==> config.mk <==
export PLATFORM = sky130hd
export DESIGN_NAME = voxel_occupancy_neighbour_mask
export DESIGN_NICKNAME = d
export VERILOG_FILES = /design/src/hdl/vonm_pkg.sv /design/src/hdl/vonm_col_ram.sv /design/src/hdl/vonm_mask_calc.sv /design/src/hdl/voxel_occupancy_neighbour_mask.sv
export SDC_FILE = /design/constraint.sdc
export NUM_CORES = 2
export LEC_CHECK = 0
export ABC_AREA = 1
export BUFFER_PORTS_ARGS = -buffer_cell sky130_fd_sc_hd__buf_2
export CORE_UTILIZATION = 40
export DETAILED_ROUTE_END_ITERATION = 16
export HOLD_SLACK_MARGIN = 0.08
export SYNTH_ARGS = -nofsm -noshare
export SYNTH_HDL_FRONTEND = slang
export SYNTH_HIERARCHICAL = 1
export SYNTH_SLANG_ARGS = --single-unit
==> constraint.sdc <==
create_clock -name clock -period 13.45 [get_ports clock]
set_input_delay 2.69 -clock clock [delete_from_list [all_inputs] [get_ports clock]]
set_output_delay 2.69 -clock clock [all_outputs]
set_load 0.1 [all_outputs]
==> src/hdl/vonm_pkg.sv <==
// Shared constants, action and status codes for the voxel occupancy mask block.
package vonm_pkg;

   localparam int unsigned GRID_DIM_DEF = 16;

   localparam int unsigned ACTION_W = 3;
   localparam int unsigned COORD_W  = 8;
   localparam int unsigned STATUS_W = 2;
   localparam int unsigned MASK_W   = 27;

   localparam int unsigned REQ_TDATA_W = 32;
   localparam int unsigned RSP_TDATA_W = 32;

   localparam logic [ACTION_W-1:0] ACT_TEST  = 3'd0;
   localparam logic [ACTION_W-1:0] ACT_SET   = 3'd1;
   localparam logic [ACTION_W-1:0] ACT_CLEAR = 3'd2;
   localparam logic [ACTION_W-1:0] ACT_FACE  = 3'd3;
   localparam logic [ACTION_W-1:0] ACT_FULL  = 3'd4;
   localparam logic [ACTION_W-1:0] ACT_COADJ = 3'd5;

   localparam logic [STATUS_W-1:0] ST_CLEAR   = 2'd0;
   localparam logic [STATUS_W-1:0] ST_SET     = 2'd1;
   localparam logic [STATUS_W-1:0] ST_OUTSIDE = 2'd2;

endpackage

==> src/hdl/vonm_col_ram.sv <==
// Column word memory: one write port and one read port with registered read data.
module vonm_col_ram #(
   parameter int unsigned DEPTH  = vonm_pkg::GRID_DIM_DEF * vonm_pkg::GRID_DIM_DEF,
   parameter int unsigned WIDTH  = vonm_pkg::GRID_DIM_DEF,
   localparam int unsigned ADDR_W = $clog2(DEPTH)
) (
   input  logic              clock,
   input  logic              wr_en,
   input  logic [ADDR_W-1:0] wr_addr,
   input  logic [WIDTH-1:0]  wr_data,
   input  logic              rd_en,
   input  logic [ADDR_W-1:0] rd_addr,
   output logic [WIDTH-1:0]  rd_data
);

   logic [WIDTH-1:0] mem [DEPTH];
   logic [WIDTH-1:0] rd_data_ff;

   always_ff @(posedge clock) begin
      if (wr_en) begin
         mem[wr_addr] <= wr_data;
      end
      if (rd_en) begin
         rd_data_ff <= mem[rd_addr];
      end
   end

   assign rd_data = rd_data_ff;

endmodule

==> src/hdl/vonm_mask_calc.sv <==
// Builds the face, full and co-adjacency masks from the gathered 3x3x3 cell bits.
module vonm_mask_calc (
   input  logic [vonm_pkg::ACTION_W-1:0] action,
   input  logic [vonm_pkg::MASK_W-1:0]   cube,
   output logic [vonm_pkg::MASK_W-1:0]   neighbour_mask
);

   logic [vonm_pkg::MASK_W-1:0] coadj;
   logic [5:0]                  face;

   // Cube bit (a,b,c) sits at a*9+b*3+c with a,b,c = offset+1.
   always_comb begin
      logic [4:0] i;
      logic       keep;
      coadj = '0;
      for (int a = 0; a < 3; a++) begin
         for (int b = 0; b < 3; b++) begin
            for (int c = 0; c < 3; c++) begin
               i    = 5'(a * 9 + b * 3 + c);
               keep = cube[i];
               if (a != 1) keep = keep & cube[5'(9 + b * 3 + c)];
               if (b != 1) keep = keep & cube[5'(a * 9 + 3 + c)];
               if (c != 1) keep = keep & cube[5'(a * 9 + b * 3 + 1)];
               if (a != 1 || b != 1) keep = keep & cube[5'(12 + c)];
               if (a != 1 || c != 1) keep = keep & cube[5'(9 + b * 3 + 1)];
               if (b != 1 || c != 1) keep = keep & cube[5'(a * 9 + 4)];
               coadj[i] = keep;
            end
         end
      end
   end

   // Face order: y-1, x-1, z-1, z+1, x+1, y+1.
   assign face = {cube[16], cube[22], cube[14], cube[12], cube[4], cube[10]};

   always_comb begin
      unique case (action)
         vonm_pkg::ACT_FACE:  neighbour_mask = {21'd0, face};
         vonm_pkg::ACT_FULL:  neighbour_mask = cube;
         vonm_pkg::ACT_COADJ: neighbour_mask = coadj;
         default:             neighbour_mask = '0;
      endcase
   end

endmodule

==> src/hdl/voxel_occupancy_neighbour_mask.sv <==
// Top level: voxel occupancy bitmap with test, set, clear and neighbourhood masks.
// Each item runs a read step (one column for test, set and clear, nine for the mask
// actions), a drain step, a write-back for an in-grid set or clear and a done step
// that waits for the response slot; one item is worked on at a time, so no request
// beat is taken until the response is loaded. Reset is synchronous; afterwards the
// GRID_DIM*GRID_DIM columns (256 by default) are zeroed one per cycle, no beat taken.
module voxel_occupancy_neighbour_mask #(
   parameter int unsigned GRID_DIM = vonm_pkg::GRID_DIM_DEF
) (
   input  logic                                clock,
   input  logic                                reset,
   input  logic                                req_tvalid,
   output logic                                req_tready,
   // [2:0] action, [10:3] x_coord, [18:11] y_coord, [26:19] z_coord, rest zero
   input  logic [vonm_pkg::REQ_TDATA_W-1:0]    req_tdata,
   output logic                                rsp_tvalid,
   input  logic                                rsp_tready,
   // [1:0] flag_status, [28:2] neighbour_mask, rest zero
   output logic [vonm_pkg::RSP_TDATA_W-1:0]    rsp_tdata
);

   localparam int unsigned IDX_W  = (GRID_DIM > 1) ? $clog2(GRID_DIM) : 1;
   localparam int unsigned DEPTH  = GRID_DIM * GRID_DIM;
   localparam int unsigned ADDR_W = $clog2(DEPTH);
   localparam logic [3:0]  FIRST_K  = 4'd0;
   localparam logic [3:0]  CENTER_K = 4'd4;
   localparam logic [3:0]  LAST_K   = 4'd8;

   typedef enum logic [2:0] {
      S_CLEAR, S_IDLE, S_READ, S_DRAIN, S_WRITE, S_DONE
   } state_type;

   // A coordinate carried with one extra bit is inside when it is not
   // negative and below the grid size.
   function automatic logic coord_ok(input logic [8:0] c);
      return !c[8] && (c[7:0] < 8'(GRID_DIM));
   endfunction

   state_type                          state_ff, state_in;
   logic [ADDR_W-1:0]                  clr_addr_ff, clr_addr_in;
   logic [3:0]                         k_ff, k_in;
   logic                               cap_valid_ff, cap_valid_in;
   logic                               cap_ok_ff, cap_ok_in;
   logic [3:0]                         cap_k_ff, cap_k_in;
   logic [vonm_pkg::ACTION_W-1:0]      act_ff, act_in;
   logic [7:0]                         x_ff, x_in, y_ff, y_in, z_ff, z_in;
   logic [vonm_pkg::MASK_W-1:0]        cube_ff, cube_in;
   logic [GRID_DIM-1:0]                center_word_ff, center_word_in;
   logic                               rsp_valid_ff, rsp_valid_in;
   logic [vonm_pkg::STATUS_W-1:0]      rsp_status_ff, rsp_status_in;
   logic [vonm_pkg::MASK_W-1:0]        rsp_mask_ff, rsp_mask_in;

   logic [1:0]                         kx, ky;
   logic [3:0]                         k_rem;
   logic [8:0]                         nx, ny;
   logic                               col_ok;
   logic [ADDR_W-1:0]                  col_addr;
   logic                               center_ok;
   logic                               is_mask_act, is_write_act, new_is_mask;
   logic [GRID_DIM-1:0]                cap_word, z_bit, new_word;
   logic [2:0]                         cap_bits;
   logic [vonm_pkg::MASK_W-1:0]        mask_calc;
   logic                               req_fire, rsp_load;

   logic                               ram_wr_en, ram_rd_en;
   logic [ADDR_W-1:0]                  ram_wr_addr;
   logic [GRID_DIM-1:0]                ram_wr_data, ram_rd_data;

   // Neighbor column for read step k: dx = k/3 - 1, dy = k%3 - 1.
   always_comb begin
      if (k_ff >= 4'd6) begin
         kx = 2'd2;
      end else if (k_ff >= 4'd3) begin
         kx = 2'd1;
      end else begin
         kx = 2'd0;
      end
      k_rem = k_ff - ((kx == 2'd2) ? 4'd6 : ((kx == 2'd1) ? 4'd3 : 4'd0));
      ky    = k_rem[1:0];
      nx    = {x_ff[7], x_ff} + {7'd0, kx} - 9'd1;
      ny    = {y_ff[7], y_ff} + {7'd0, ky} - 9'd1;
   end

   assign col_ok   = coord_ok(nx) && coord_ok(ny);
   assign col_addr = ADDR_W'(nx[IDX_W-1:0]) * ADDR_W'(GRID_DIM) + ADDR_W'(ny[IDX_W-1:0]);
   assign center_ok = coord_ok({x_ff[7], x_ff}) && coord_ok({y_ff[7], y_ff})
                      && coord_ok({z_ff[7], z_ff});

   assign is_mask_act  = (act_ff == vonm_pkg::ACT_FACE) || (act_ff == vonm_pkg::ACT_FULL)
                         || (act_ff == vonm_pkg::ACT_COADJ);
   assign is_write_act = (act_ff == vonm_pkg::ACT_SET) || (act_ff == vonm_pkg::ACT_CLEAR);
   assign new_is_mask  = (req_tdata[2:0] == vonm_pkg::ACT_FACE)
                         || (req_tdata[2:0] == vonm_pkg::ACT_FULL)
                         || (req_tdata[2:0] == vonm_pkg::ACT_COADJ);

   // Read data lands in the cycle after the read; columns off the grid read as empty.
   assign cap_word = cap_ok_ff ? ram_rd_data : '0;

   always_comb begin
      logic [8:0] nz;
      for (int j = 0; j < 3; j++) begin
         nz          = {z_ff[7], z_ff} + 9'(j) - 9'd1;
         cap_bits[j] = coord_ok(nz) && cap_word[nz[IDX_W-1:0]];
      end
   end

   assign z_bit    = GRID_DIM'(1) << z_ff[IDX_W-1:0];
   assign new_word = (act_ff == vonm_pkg::ACT_SET) ? (center_word_ff | z_bit)
                                                   : (center_word_ff & ~z_bit);

   assign req_tready = (state_ff == S_IDLE);
   assign req_fire   = req_tvalid && req_tready;
   assign rsp_load   = (state_ff == S_DONE) && (!rsp_valid_ff || rsp_tready);

   always_comb begin
      state_in       = state_ff;
      clr_addr_in    = clr_addr_ff;
      k_in           = k_ff;
      cap_valid_in   = 1'b0;
      cap_ok_in      = col_ok;
      cap_k_in       = k_ff;
      act_in         = act_ff;
      x_in           = x_ff;
      y_in           = y_ff;
      z_in           = z_ff;
      cube_in        = cube_ff;
      center_word_in = center_word_ff;
      rsp_valid_in   = rsp_valid_ff && !rsp_tready;
      rsp_status_in  = rsp_status_ff;
      rsp_mask_in    = rsp_mask_ff;

      if (cap_valid_ff) begin
         cube_in[5'(cap_k_ff) * 5'd3 +: 3] = cap_bits;
         if (cap_k_ff == CENTER_K) begin
            center_word_in = cap_word;
         end
      end

      unique case (state_ff)
         S_CLEAR: begin
            clr_addr_in = clr_addr_ff + ADDR_W'(1);
            if (clr_addr_ff == ADDR_W'(DEPTH - 1)) begin
               state_in = S_IDLE;
            end
         end
         S_IDLE: begin
            if (req_fire) begin
               act_in   = req_tdata[2:0];
               x_in     = req_tdata[10:3];
               y_in     = req_tdata[18:11];
               z_in     = req_tdata[26:19];
               cube_in  = '0;
               k_in     = new_is_mask ? FIRST_K : CENTER_K;
               state_in = S_READ;
            end
         end
         S_READ: begin
            cap_valid_in = 1'b1;
            if (k_ff == LAST_K || !is_mask_act) begin
               state_in = S_DRAIN;
            end else begin
               k_in = k_ff + 4'd1;
            end
         end
         S_DRAIN: begin
            k_in     = CENTER_K;
            state_in = (is_write_act && center_ok) ? S_WRITE : S_DONE;
         end
         S_WRITE: begin
            cube_in[13] = (act_ff == vonm_pkg::ACT_SET);
            state_in    = S_DONE;
         end
         S_DONE: begin
            if (rsp_load) begin
               rsp_valid_in  = 1'b1;
               rsp_status_in = !center_ok ? vonm_pkg::ST_OUTSIDE
                             : (cube_ff[13] ? vonm_pkg::ST_SET : vonm_pkg::ST_CLEAR);
               rsp_mask_in   = mask_calc;
               state_in      = S_IDLE;
            end
         end
         default: state_in = S_IDLE;
      endcase
   end

   always_ff @(posedge clock) begin
      if (reset) begin
         state_ff     <= S_CLEAR;
         clr_addr_ff  <= '0;
         cap_valid_ff <= 1'b0;
         rsp_valid_ff <= 1'b0;
      end else begin
         state_ff     <= state_in;
         clr_addr_ff  <= clr_addr_in;
         cap_valid_ff <= cap_valid_in;
         rsp_valid_ff <= rsp_valid_in;
      end
      k_ff           <= k_in;
      cap_ok_ff      <= cap_ok_in;
      cap_k_ff       <= cap_k_in;
      act_ff         <= act_in;
      x_ff           <= x_in;
      y_ff           <= y_in;
      z_ff           <= z_in;
      cube_ff        <= cube_in;
      center_word_ff <= center_word_in;
      rsp_status_ff  <= rsp_status_in;
      rsp_mask_ff    <= rsp_mask_in;
   end

   // Reads and writes never share a cycle, so a write-back is always seen by
   // the next item's reads without forwarding.
   assign ram_rd_en   = (state_ff == S_READ) && col_ok;
   assign ram_wr_en   = (state_ff == S_CLEAR) || (state_ff == S_WRITE);
   assign ram_wr_addr = (state_ff == S_CLEAR) ? clr_addr_ff : col_addr;
   assign ram_wr_data = (state_ff == S_CLEAR) ? '0 : new_word;

   vonm_col_ram #(
      .DEPTH (DEPTH),
      .WIDTH (GRID_DIM)
   ) u_col_ram (
      .clock   (clock),
      .wr_en   (ram_wr_en),
      .wr_addr (ram_wr_addr),
      .wr_data (ram_wr_data),
      .rd_en   (ram_rd_en),
      .rd_addr (col_addr),
      .rd_data (ram_rd_data)
   );

   vonm_mask_calc u_mask_calc (
      .action         (act_ff),
      .cube           (cube_ff),
      .neighbour_mask (mask_calc)
   );

   assign rsp_tvalid = rsp_valid_ff;
   assign rsp_tdata  = {3'd0, rsp_mask_ff, rsp_status_ff};

`ifndef ASSERT_OFF
   a_no_rd_wr_overlap: assert property (@(posedge clock) disable iff (reset)
      !(ram_rd_en && ram_wr_en))
      else $error("column read and write in the same cycle");

   a_capture_follows_read: assert property (@(posedge clock) disable iff (reset)
      (cap_valid_ff && cap_ok_ff) |-> $past(ram_rd_en))
      else $error("column captured without a read one cycle earlier");

   a_one_item_at_a_time: assert property (@(posedge clock) disable iff (reset)
      (req_tvalid && req_tready) |=> !req_tready)
      else $error("second request beat taken while an item is in flight");

   a_rsp_from_done: assert property (@(posedge clock) disable iff (reset)
      $rose(rsp_tvalid) |-> $past(state_ff == S_DONE))
      else $error("response raised outside the result step");
`endif

endmodule
==> results.sh <==
export IMPL_boundaryPins=70
export IMPL_via_per_inst=5.49
export IMPL_grt_pass1_wl_um=703000
export IMPL_postLayoutCellArea_um2=193000
export IMPL_finalCritPeriodShare_pct=54.7
export IMPL_clk_latency_ns=0.99
export IMPL_route_detailed_drc=0
export IMPL_synth_seq_cells=4233
export IMPL_synthArstFlopShare_pct=0
export IMPL_synth_edf_count=4188
export IMPL_crit_fanout=140
export IMPL_nets=14606
export IMPL_start_util_pct=40.2
export IMPL_synth_area_leader_cell="edfxtp_1"
export IMPL_crit_path_start_kind="register"
export IMPL_first_iter_violations=13275
export IMPL_synth_top_area_share_pct=72.5
export IMPL_worst_path_buf_inv=7
export IMPL_period_minus_slack_ns=7.35
export IMPL_synth_ff_type="edfxtp_1"
export IMPL_antenna_found_initial=7
export IMPL_dp_cells=19814
export IMPL_grt_max_degree=190
export IMPL_h_tree_depth=5
export IMPL_clock_sinks=4233
export IMPL_path_clk_slew_ns=0.06
export IMPL_syn_area_um2=174000
export IMPL_cts_tree="yes"
export IMPL_finalSetupViolCount=0
export IMPL_critPathKind="reg -> reg"
export IMPL_max_freq_mhz=136
export IMPL_core_um2=431000
export IMPL_fillers=38783
export IMPL_synth_cells=14586
export IMPL_tightest_slew_ns=1.26
export IMPL_vias=113062
export IMPL_firstDrtPassIters=6
export IMPL_synth_warnings=6
export IMPL_layout_common_cells="4,364 x nand2_1, 4,188 x edfxtp_1, 4,125 x nand3_1"
export IMPL_synth_area_leaders="edfxtp_1 72%, nand3_1 12%, nand2_1 9.5%, buf_2 1.4%, nor2_1 0.76%"
export IMPL_setup_tns_ns=0
export IMPL_globalRoute_totalOverflow=0
export IMPL_drtAntennaViolNets=0
export IMPL_clockRootBuffer="clkbuf_16"
export IMPL_drive_gt1_share_pct=7.98
export IMPL_wl_um=483000
export IMPL_ctsResizeCount=0
export IMPL_rsz0062_at_grt="false"
export IMPL_synth_distinct_cells=50
export IMPL_routedWlPerCell_um=23.4
export IMPL_finish_utilization_pct=44.7
export IMPL_cts_setup_buffers=0
export IMPL_crit_path_end_kind="register"
export IMPL_worst_ep_arrival_time_ns=8.18
export IMPL_clockBufferDepth=4
export IMPL_syn_avg_cell_area_um2=11.9
export IMPL_gp_congestion=0.865
export IMPL_maxCapViolations=0
export IMPL_finalNonFillerCells=20584
export IMPL_dp_hpwl_um=256000
export IMPL_die_h_um=661
export IMPL_crit_slowest_cell="buf_4"
export IMPL_min_path_type="reg -> reg"
export IMPL_cp_required_ns=14.28
export IMPL_crit_top_cell="nand3_1"
export IMPL_power_density_nw_per_um2=134
export IMPL_cpPeakStageDelay_ns=0.82
export IMPL_globalRouteTotalUtil_pct=21.5
export IMPL_outcome="finished, final reports clean"
export IMPL_area_growth_pct=11.1
export IMPL_vdd_drop_max_mv=0.112
export IMPL_crit_family="buffers and inverters"
export IMPL_yosysSeqAreaShare_pct=73.0
export IMPL_cts_buffers_inserted=416
export IMPL_dpl_cell_area_um2=180000
export IMPL_hold_buffers=0
export IMPL_power_leakage_uw=0.0677
export IMPL_fin_worst_skew_ns=0.0589
export IMPL_hold_viol=0
export IMPL_first_global_vias=104428
export IMPL_die_x_um=661
export IMPL_max_slew_margin_pct=15.7
export IMPL_final_common_cell="nand2_1"
export IMPL_drv_slew=0
export IMPL_crit_chain="ha_1, nor2_1, inv_1, nand2_1, inv_1, ha_1, ha_1, inv_8, buf_4, buf_12, buf_4, buf_4, nand2_1, nand3_1, nand3_1, nand3_1, nand3_1, nand3_1, nand3_1, nand2_1, nand2_1, nand2_1"
export IMPL_die_area_um2=436000
export IMPL_port_buffers=61
export IMPL_row_count=241
cells by family after synthesis:
| group | after synthesis | share of synthesized area [%] |
|---|---|---|
| compound gates | 166 | 0.519 |
| buf+inv | 1186 | 3.58 |
| fa+ha+maj | 48 | 0.359 |
| flops | 4233 | 73.0 |
| xor+xnor | 7 | 0.0353 |
| other cells | 1 | 0.00216 |
| simple gates | 8945 | 22.5 |
final timing paths:
path / startpoint / end / slack (ns) / depth (start not counted)
hold reg to reg: cap_k_in[3]$_DFFE_PP_ / cap_k_ff[3]$_DFF_P_ / 0.36 / 0
hold / removal: cap_k_in[3]$_DFFE_PP_ / cap_k_ff[3]$_DFF_P_ / 0.36 / 0
setup / recovery: cap_k_in[1]$_DFFE_PP_ / u_col_ram/rd_data[7]$_DFFE_PP_ / 6.10 / 22
setup reg to reg: cap_k_in[1]$_DFFE_PP_ / u_col_ram/rd_data[7]$_DFFE_PP_ / 6.10 / 22
through the flow:
stage | setup slack [ns] | hold slack (ns) | total power [µW]
after floorplan | 3.66 | 0.348 | 14600
after CTS | 6.30 | 0.366 | 25900
after global placement | 6.29 | 0.364 | 14700
after global routing | 5.84 | 0.371 | 26400
after detailed placement | 6.31 | 0.364 | 14700
final | 6.10 | 0.362 | 25800
layer usage:
metal	global-route usage, %	wire length, µm	vias up
met5	0	0	-
met4	7.68	18000	0
met3	3.71	41700	808
met2	33.1	219000	4986
met1	30.5	204000	55617
li1	-	-	51651
report_power, final:
group | total [µW] | switching (µW) | internal [µW]
sequential | 14300 | 13.1 | 14300
combinational | 87.6 | 69.6 | 18.0
clock | 11400 | 4980 | 6400
flip-flops by register name, indices dropped and copies added (netlist names), 2 cells and up:
| register | flops |
|---|---|
| u_col_ram/mem | 4096 |
| cube_ff | 27 |
| rsp_mask_ff | 27 |
| center_word_ff | 16 |
| u_col_ram/rd_data | 16 |
| clr_addr_ff | 8 |
| x_ff | 8 |
| y_ff | 8 |
| z_ff | 8 |
| cap_k_ff | 4 |
| cap_k_in | 4 |
| act_ff | 3 |
| state_ff | 3 |
| rsp_status_ff | 2 |
cell usage after synthesis, types with 4 or more instances:
master,n
nand2_1,4380
buf_1,71
nand3_1,4125
nor3_1,18
ha_1,45
nand2_4,4
a211oi_1,5
dfxtp_1,45
nor2_1,350
o21ai_0,63
nand3b_1,4
nand3_2,5
nor2_2,22
inv_1,201
buf_6,59
o211a_1,5
buf_2,502
nand4_1,16
inv_4,5
a21oi_1,71
clkbuf_1,160
nor2_4,6
nand2_2,7
o21ai_1,11
xnor2_1,4
edfxtp_1,4188
buf_4,171
inv_2,13
area by class of cell:
type                            count  area (µm²)  area share, %
Inverter                          221         916          0.475
Multi-Input combinational cell   9169       41000           21.3
Clock buffer                      520       10900           5.67
Timing Repair Buffer              481        3830           1.99
Tap cell                         5710        7140           3.71
Sequential cell                  4233      127000           65.7
Clock inverter                    243        2270           1.18
Antenna cell                        7        17.5        0.00909
(Power assumes the default switching activity.)
